### src/rtl/sdkh_pkg.sv
// ----------------------------------------------------------------------------
// sdkh_pkg
// Shared types, constants and helper functions of the seeded dual key hash.
// ----------------------------------------------------------------------------
package sdkh_pkg;

  localparam int unsigned KeyWidth         = 32;
  localparam int unsigned CfgIdxWidth      = 3;
  localparam int unsigned CfgDataWidth     = 32;

  localparam logic [KeyWidth-1:0] CrcPoly  = 32'h82F6_3B78;
  localparam int unsigned CrcStepsPerStage = 8;
  localparam int unsigned CrcStagesPerWord = KeyWidth / CrcStepsPerStage;
  // one prepare stage, then two CRC words of bit steps
  localparam int unsigned NumPipe          = 1 + 2 * CrcStagesPerWord;

  localparam int unsigned RotA = 15;
  localparam int unsigned RotB = 7;
  localparam int unsigned RotC = 11;
  localparam int unsigned RotD = 20;

  typedef enum logic [1:0] {
    ModeCrcRot   = 2'd0,
    ModeRotXor   = 2'd1,
    ModeAddXor   = 2'd2,
    ModePlainXor = 2'd3
  } hash_mode_e;

  typedef enum logic [CfgIdxWidth-1:0] {
    RegHashMode  = 3'd0,
    RegSeedOne   = 3'd1,
    RegSeedTwo   = 3'd2,
    RegSeedThree = 3'd3,
    RegSeedFour  = 3'd4
  } cfg_reg_e;

  function automatic logic [KeyWidth-1:0] rotl(logic [KeyWidth-1:0] v, int unsigned n);
    return (v << n) | (v >> (KeyWidth - n));
  endfunction

  function automatic logic [KeyWidth-1:0] rotr(logic [KeyWidth-1:0] v, int unsigned n);
    return (v >> n) | (v << (KeyWidth - n));
  endfunction

  // one slice of reflected CRC32C bit steps
  function automatic logic [KeyWidth-1:0] crc_slice(logic [KeyWidth-1:0] c);
    logic [KeyWidth-1:0] r;
    r = c;
    for (int i = 0; i < CrcStepsPerStage; i++) begin
      r = r[0] ? ((r >> 1) ^ CrcPoly) : (r >> 1);
    end
    return r;
  endfunction

endpackage

### src/rtl/seeded_dual_key_hash.sv
// ----------------------------------------------------------------------------
// seeded_dual_key_hash
// Hashes a 32-bit key into two seeded 32-bit vertices and a collision flag.
// ----------------------------------------------------------------------------
// Usage:
//   Keys enter on the in_valid_i / in_ready_o request channel, results leave
//   on out_valid_o / out_ready_i with vertex_low_o, vertex_high_o and
//   status_o. Status 1 marks a collision; both vertices then read zero.
//   Mode and seeds are set through cfg_we_i / cfg_idx_i / cfg_data_i while
//   no request is in flight; unknown indexes are dropped.
//   From acceptance until its result is shown, a request passes one prepare
//   stage, eight stages of eight CRC bit steps each (two chained CRC words
//   in crc rotate mode) and the output register. Every mode takes the same
//   path, so results keep order.
//   Throughput is one request per cycle. When the receiver stalls, the output
//   register holds and empty stages behind it keep filling; input is refused
//   only once every stage holds a request.
//   Reset clears all valid bits and sets the mode and all seeds to zero.
// ----------------------------------------------------------------------------
module seeded_dual_key_hash (
  input  logic                              clk_i,
  input  logic                              rst_ni,
  input  logic                              cfg_we_i,
  input  logic [sdkh_pkg::CfgIdxWidth-1:0]  cfg_idx_i,
  input  logic [sdkh_pkg::CfgDataWidth-1:0] cfg_data_i,
  input  logic                              in_valid_i,
  output logic                              in_ready_o,
  input  logic [sdkh_pkg::KeyWidth-1:0]     key_i,
  output logic                              out_valid_o,
  input  logic                              out_ready_i,
  output logic [sdkh_pkg::KeyWidth-1:0]     vertex_low_o,
  output logic [sdkh_pkg::KeyWidth-1:0]     vertex_high_o,
  output logic                              status_o
);
  import sdkh_pkg::*;

  hash_mode_e          hash_mode_q;
  logic [KeyWidth-1:0] seed_one_q, seed_two_q, seed_three_q, seed_four_q;

  logic [NumPipe-1:0]  vld_q, vld_d;
  logic [KeyWidth-1:0] key_q [NumPipe];
  logic [KeyWidth-1:0] key_d [NumPipe];
  logic [KeyWidth-1:0] v1_q  [NumPipe];
  logic [KeyWidth-1:0] v1_d  [NumPipe];
  logic [KeyWidth-1:0] v2_q  [NumPipe];
  logic [KeyWidth-1:0] v2_d  [NumPipe];
  logic [NumPipe:0]    en;

  logic                out_vld_q;
  logic [KeyWidth-1:0] vlow_q, vlow_d, vhigh_q, vhigh_d;
  logic                status_q, status_d;
  logic [KeyWidth-1:0] src2;

  always_ff @(posedge clk_i or negedge rst_ni) begin
    if (!rst_ni) begin
      hash_mode_q  <= ModeCrcRot;
      seed_one_q   <= '0;
      seed_two_q   <= '0;
      seed_three_q <= '0;
      seed_four_q  <= '0;
    end else if (cfg_we_i) begin
      unique case (cfg_idx_i)
        RegHashMode:  hash_mode_q  <= hash_mode_e'(cfg_data_i[1:0]);
        RegSeedOne:   seed_one_q   <= cfg_data_i;
        RegSeedTwo:   seed_two_q   <= cfg_data_i;
        RegSeedThree: seed_three_q <= cfg_data_i;
        RegSeedFour:  seed_four_q  <= cfg_data_i;
        default: ;
      endcase
    end
  end

  // advance enables, from the output back to the input
  always_comb begin
    en[NumPipe] = !out_vld_q || out_ready_i;
    for (int k = NumPipe - 1; k >= 0; k--) begin
      en[k] = !vld_q[k] || en[k+1];
    end
  end

  assign in_ready_o = en[0];

  always_comb begin
    vld_d[0] = in_valid_i;
    key_d[0] = key_i;
    case (hash_mode_q)
      ModeCrcRot: begin
        v1_d[0] = seed_one_q ^ key_i;
        v2_d[0] = seed_two_q ^ rotl(key_i, RotA);
      end
      ModeRotXor: begin
        v1_d[0] = rotl(key_i ^ seed_one_q, RotA) ^ rotr(key_i - seed_three_q, RotC);
        v2_d[0] = rotl(key_i + seed_two_q, RotB) ^ rotr(key_i ^ seed_four_q, RotD);
      end
      ModeAddXor: begin
        v1_d[0] = key_i + seed_one_q;
        v2_d[0] = (key_i + seed_one_q) ^ (key_i - seed_two_q) ^ seed_three_q;
      end
      default: begin
        v1_d[0] = key_i ^ seed_one_q;
        v2_d[0] = key_i ^ seed_two_q;
      end
    endcase

    src2 = '0;
    for (int k = 1; k < NumPipe; k++) begin
      vld_d[k] = vld_q[k-1];
      key_d[k] = key_q[k-1];
      v1_d[k]  = v1_q[k-1];
      src2     = v2_q[k-1];
      if (hash_mode_q == ModeCrcRot) begin
        if (k == CrcStagesPerWord + 1) begin
          src2 = src2 ^ seed_three_q ^ key_q[k-1];
        end
        if (k <= CrcStagesPerWord) begin
          v1_d[k] = crc_slice(v1_q[k-1]);
        end
        src2 = crc_slice(src2);
      end
      v2_d[k] = src2;
    end
  end

  always_comb begin
    status_d = (v1_q[NumPipe-1] == v2_q[NumPipe-1]);
    vlow_d   = status_d ? '0 : v1_q[NumPipe-1];
    vhigh_d  = status_d ? '0 : v2_q[NumPipe-1];
  end

  always_ff @(posedge clk_i or negedge rst_ni) begin
    if (!rst_ni) begin
      vld_q     <= '0;
      out_vld_q <= 1'b0;
    end else begin
      for (int k = 0; k < NumPipe; k++) begin
        if (en[k]) begin
          vld_q[k] <= vld_d[k];
        end
      end
      if (en[NumPipe]) begin
        out_vld_q <= vld_q[NumPipe-1];
      end
    end
  end

  always_ff @(posedge clk_i) begin
    for (int k = 0; k < NumPipe; k++) begin
      if (en[k] && vld_d[k]) begin
        key_q[k] <= key_d[k];
        v1_q[k]  <= v1_d[k];
        v2_q[k]  <= v2_d[k];
      end
    end
    if (en[NumPipe] && vld_q[NumPipe-1]) begin
      vlow_q   <= vlow_d;
      vhigh_q  <= vhigh_d;
      status_q <= status_d;
    end
  end

  assign out_valid_o   = out_vld_q;
  assign vertex_low_o  = vlow_q;
  assign vertex_high_o = vhigh_q;
  assign status_o      = status_q;

`ifndef ASSERT_OFF
  a_accept_fills: assert property (@(posedge clk_i) disable iff (!rst_ni)
    (in_valid_i && in_ready_o) |=> vld_q[0])
    else $error("accepted request missing from first stage");

  a_collision_zero: assert property (@(posedge clk_i) disable iff (!rst_ni)
    (out_valid_o && status_o) |-> (vertex_low_o == '0 && vertex_high_o == '0))
    else $error("collision result carries non-zero vertices");

  a_no_false_pass: assert property (@(posedge clk_i) disable iff (!rst_ni)
    (out_valid_o && !status_o) |-> (vertex_low_o != vertex_high_o))
    else $error("equal vertices without collision flag");

  a_stall_holds_last: assert property (@(posedge clk_i) disable iff (!rst_ni)
    (out_vld_q && !out_ready_i && vld_q[NumPipe-1]) |=> vld_q[NumPipe-1])
    else $error("last stage dropped a request during stall");
`endif

endmodule

### config.mk
export PLATFORM = sky130hd
export DESIGN_NAME = seeded_dual_key_hash
export DESIGN_NICKNAME = d
export VERILOG_FILES = /design/src/rtl/sdkh_pkg.sv /design/src/rtl/seeded_dual_key_hash.sv
export SDC_FILE = /design/constraint.sdc
export NUM_CORES = 2
export LEC_CHECK = 0
export BUFFER_PORTS_ARGS = -buffer_cell sky130_fd_sc_hd__buf_2
export CAP_MARGIN = 30
export CORE_UTILIZATION = 45
export DETAILED_ROUTE_END_ITERATION = 12
export SYNTH_ARGS = -nofsm -noshare
export SYNTH_HDL_FRONTEND = slang
export SYNTH_SLANG_ARGS = --single-unit
### constraint.sdc
create_clock -name clk_i -period 9.8 [get_ports clk_i]
set_input_delay 1.47 -clock clk_i [delete_from_list [all_inputs] [get_ports clk_i]]
set_output_delay 1.47 -clock clk_i [all_outputs]
set_load 0.02 [all_outputs]
==> results_dict.tcl <==
set metrics [dict create \
    cts.reportedPaths.clkPinSlew_ns 0.06 \
    core_sq_um 116000 \
    vias 33200 \
    ys_seq_elements 941 \
    dp_hpwl_mm 117 \
    rows 125 \
    yosysUniqueCellTypes 82 \
    nNetsFinal 4637 \
    synthFlopType "edfxtp_1" \
    areaGrowthSynthToFinish_pct 10.9 \
    io_buffers 138 \
    grt_use_met3 0.0448 \
    synth_area_sq_um 52900 \
    drc 0 \
    fin_skew_ns 0.0753 \
    grt_pass1_vias 32700 \
    synth_edf_count 801 \
    cts_resized 0 \
    layout_common_cells "xnor2_1 (997), edfxtp_1 (801), a21oi_1 (313)" \
    grt_pass1_wl_mm 227 \
    synth_nets 4612 \
    top_usage_layer "met2" \
    setup-violations-final 0 \
    avgSynthCellArea_sq_um 12.0 \
    grtUsageMet1 0.373 \
    grt_max_degree 208 \
    holdCritPathClass "flop to flop" \
    cts_inserted_buffers 103 \
    fin_tns_setup_ns 0 \
    syn_inst 4409 \
    maxCapViolCount 0 \
    finalHoldViolations 0 \
    drtIter0Drc 2863 \
    synthArstFlopShare 0.149 \
    routedWlPerCell_um 25.8 \
    path_max_fanout 11 \
    overflow 0 \
    arrival_ns 5.38 \
    final_common_cell "xnor2_1" \
    die_w_um 345 \
    slew_violations 0 \
    vias_per_cell 5.49 \
    fmax_mhz 201 \
    drive_gt1_frac 0.144 \
    yosysSeqAreaShare 0.521 \
    drt_wl_total_mm 156 \
    fillers 10300 \
    finalCritPeriodShare 0.508 \
    h-tree-depth 3 \
    cts_tree "built" \
    finalCriticalPeriod_ns 4.98 \
    die-area_sq_um 119000 \
    ant_nets 0 \
    start_kind "primary input" \
    relSlewSlack 0.335 \
    grt_use_total 0.263 \
    gr-usage-met2 0.412 \
    clock_path_buffers 3 \
    die_y_um 345 \
    clockRootBuffer "clkbuf_16" \
    start_util 0.455 \
    status "finished, final reports clean" \
    required_ns 10.21 \
    clk_latency_ns 0.75 \
    critical_path_class "primary input to flop" \
    cts_sinks 941 \
    endpoint_kind "flop" \
    cts_setup_buffers 0 \
    antenna_found_initial 10 \
    yosys_warnings 0 \
    worst_slew_pin_slew_ns 0.997 \
    postCtsHoldBufs 0 \
    dr.pass1.iters 6 \
    ioPinCount 139 \
    gp_congestion 0.989 \
    rsz0062_at_grt "false" \
]
[cell type report]
cell class | count | area [sq um] | share of cell area
flip-flops and latches | 941 | 27600 | 0.469
multi-input cells | 3088 | 24000 | 0.409
clock buffers | 119 | 2650 | 0.0451
well taps | 1524 | 1910 | 0.0325
clock inverters | 76 | 1110 | 0.0190
repair buffers | 168 | 987 | 0.0168
inverters | 132 | 495 | 0.00844
diodes | 2 | 5.00 | 0.0000852
[sequential cells by signal, summed over array words and instances (netlist names)]
name           count
v1_q             288
v2_q             288
key_q            160
seed_four_q       32
seed_one_q        32
seed_three_q      32
seed_two_q        32
vertex_high_o     32
vertex_low_o      32
vld_q              9
hash_mode_q        2
out_valid_o        1
status_o           1
[kinds of logic after synthesis]
group	share of synthesized area
xor gates and xnor gates	0.219
AOI/OAI and AO/OA	0.0778
adders and majority gates	0.0315
muxes	0.0672
DFF	0.521
buffers and inverters	0.0274
and+or+nand+nor	0.0562
[cell usage after synthesis (8+ instances only)]
library cell / n / area (sq um)
a21oi_1: 313 / 1570
a221oi_1: 8 / 70.1
clkbuf_1: 194 / 728
xnor2_1: 997 / 8730
or2_2: 8 / 50.1
a21o_1: 45 / 338
dfrtp_1: 140 / 3500
o21ai_0: 116 / 581
nand3_1: 20 / 100
nor3_1: 28 / 140
buf_1: 37 / 139
xor2_1: 289 / 2530
nand4_1: 13 / 81.3
a31oi_1: 18 / 113
o31ai_1: 12 / 90.1
o21bai_1: 18 / 135
buf_2: 16 / 80.1
ha_1: 127 / 1590
nor2_1: 273 / 1020
mux2_2: 265 / 2980
nand2b_1: 22 / 138
a22oi_1: 18 / 135
o21a_1: 12 / 90.1
nand2_1: 165 / 619
o221ai_1: 18 / 158
nor2b_1: 13 / 81.3
and2_1: 79 / 494
and3_1: 11 / 68.8
xnor2_2: 10 / 163
inv_1: 131 / 492
a221o_1: 8 / 80.1
edfxtp_1: 801 / 24100
mux2i_1: 57 / 571
o22ai_1: 12 / 75.1
[routing by layer]
metal | wire length, um | share of wire | up-vias
met1 | 71000 | 0.45 | 16500
met2 | 70300 | 0.45 | 1056
met5 | 27 | 0.00017 | -
li1 | - | - | 15400
met4 | 4330 | 0.028 | 4
met3 | 10500 | 0.067 | 243
[per-stage QoR]
step	area (sq um)	hold slack, ns	utilization	instances	setup slack [ns]
6_report	58700	0.351	0.505	6050	4.82
5_1_grt	58700	0.349	0.505	6048	4.62
4_1_cts	58700	0.337	0.504	6046	4.93
3_5_place_dp	54900	0.405	0.472	5851	4.20
3_3_place_gp	54900	0.400	0.472	5850	4.18
2_1_floorplan	52900	0.400	-	4409	2.84
[worst paths after layout]
kind | from | endpoint | slack, ns | cells past startpoint
max reg2reg | seed_two_q[5] | v2_q[0][5] | 5.54 | 12
max | key_i[1] | v2_q[0][15] | 4.82 | 12
min reg2reg | v1_q[0][151] | v1_q[0][183] | 0.35 | 0
min in group asynchronous | rst_ni | vld_q[5] | 0.72 | 1
max in group asynchronous | rst_ni | seed_two_q[14] | 7.94 | 3
min | v1_q[0][151] | v1_q[0][183] | 0.35 | 0
[worst max-delay path: stages]
cell	delay (ns)
buf_2	0.39
ha_1	0.41
a21oi_1	0.25
nor2_1	0.11
nor2_2	0.26
a31oi_1	0.30
a31oi_1	0.75
o21ai_0	0.21
xnor2_1	0.59
xor2_1	0.16
xnor2_1	0.31
o221ai_1	0.15
Power is left out: the tool's default activity adds up to more than one toggle a clock period on the data nets, which glitch-free logic cannot reach.
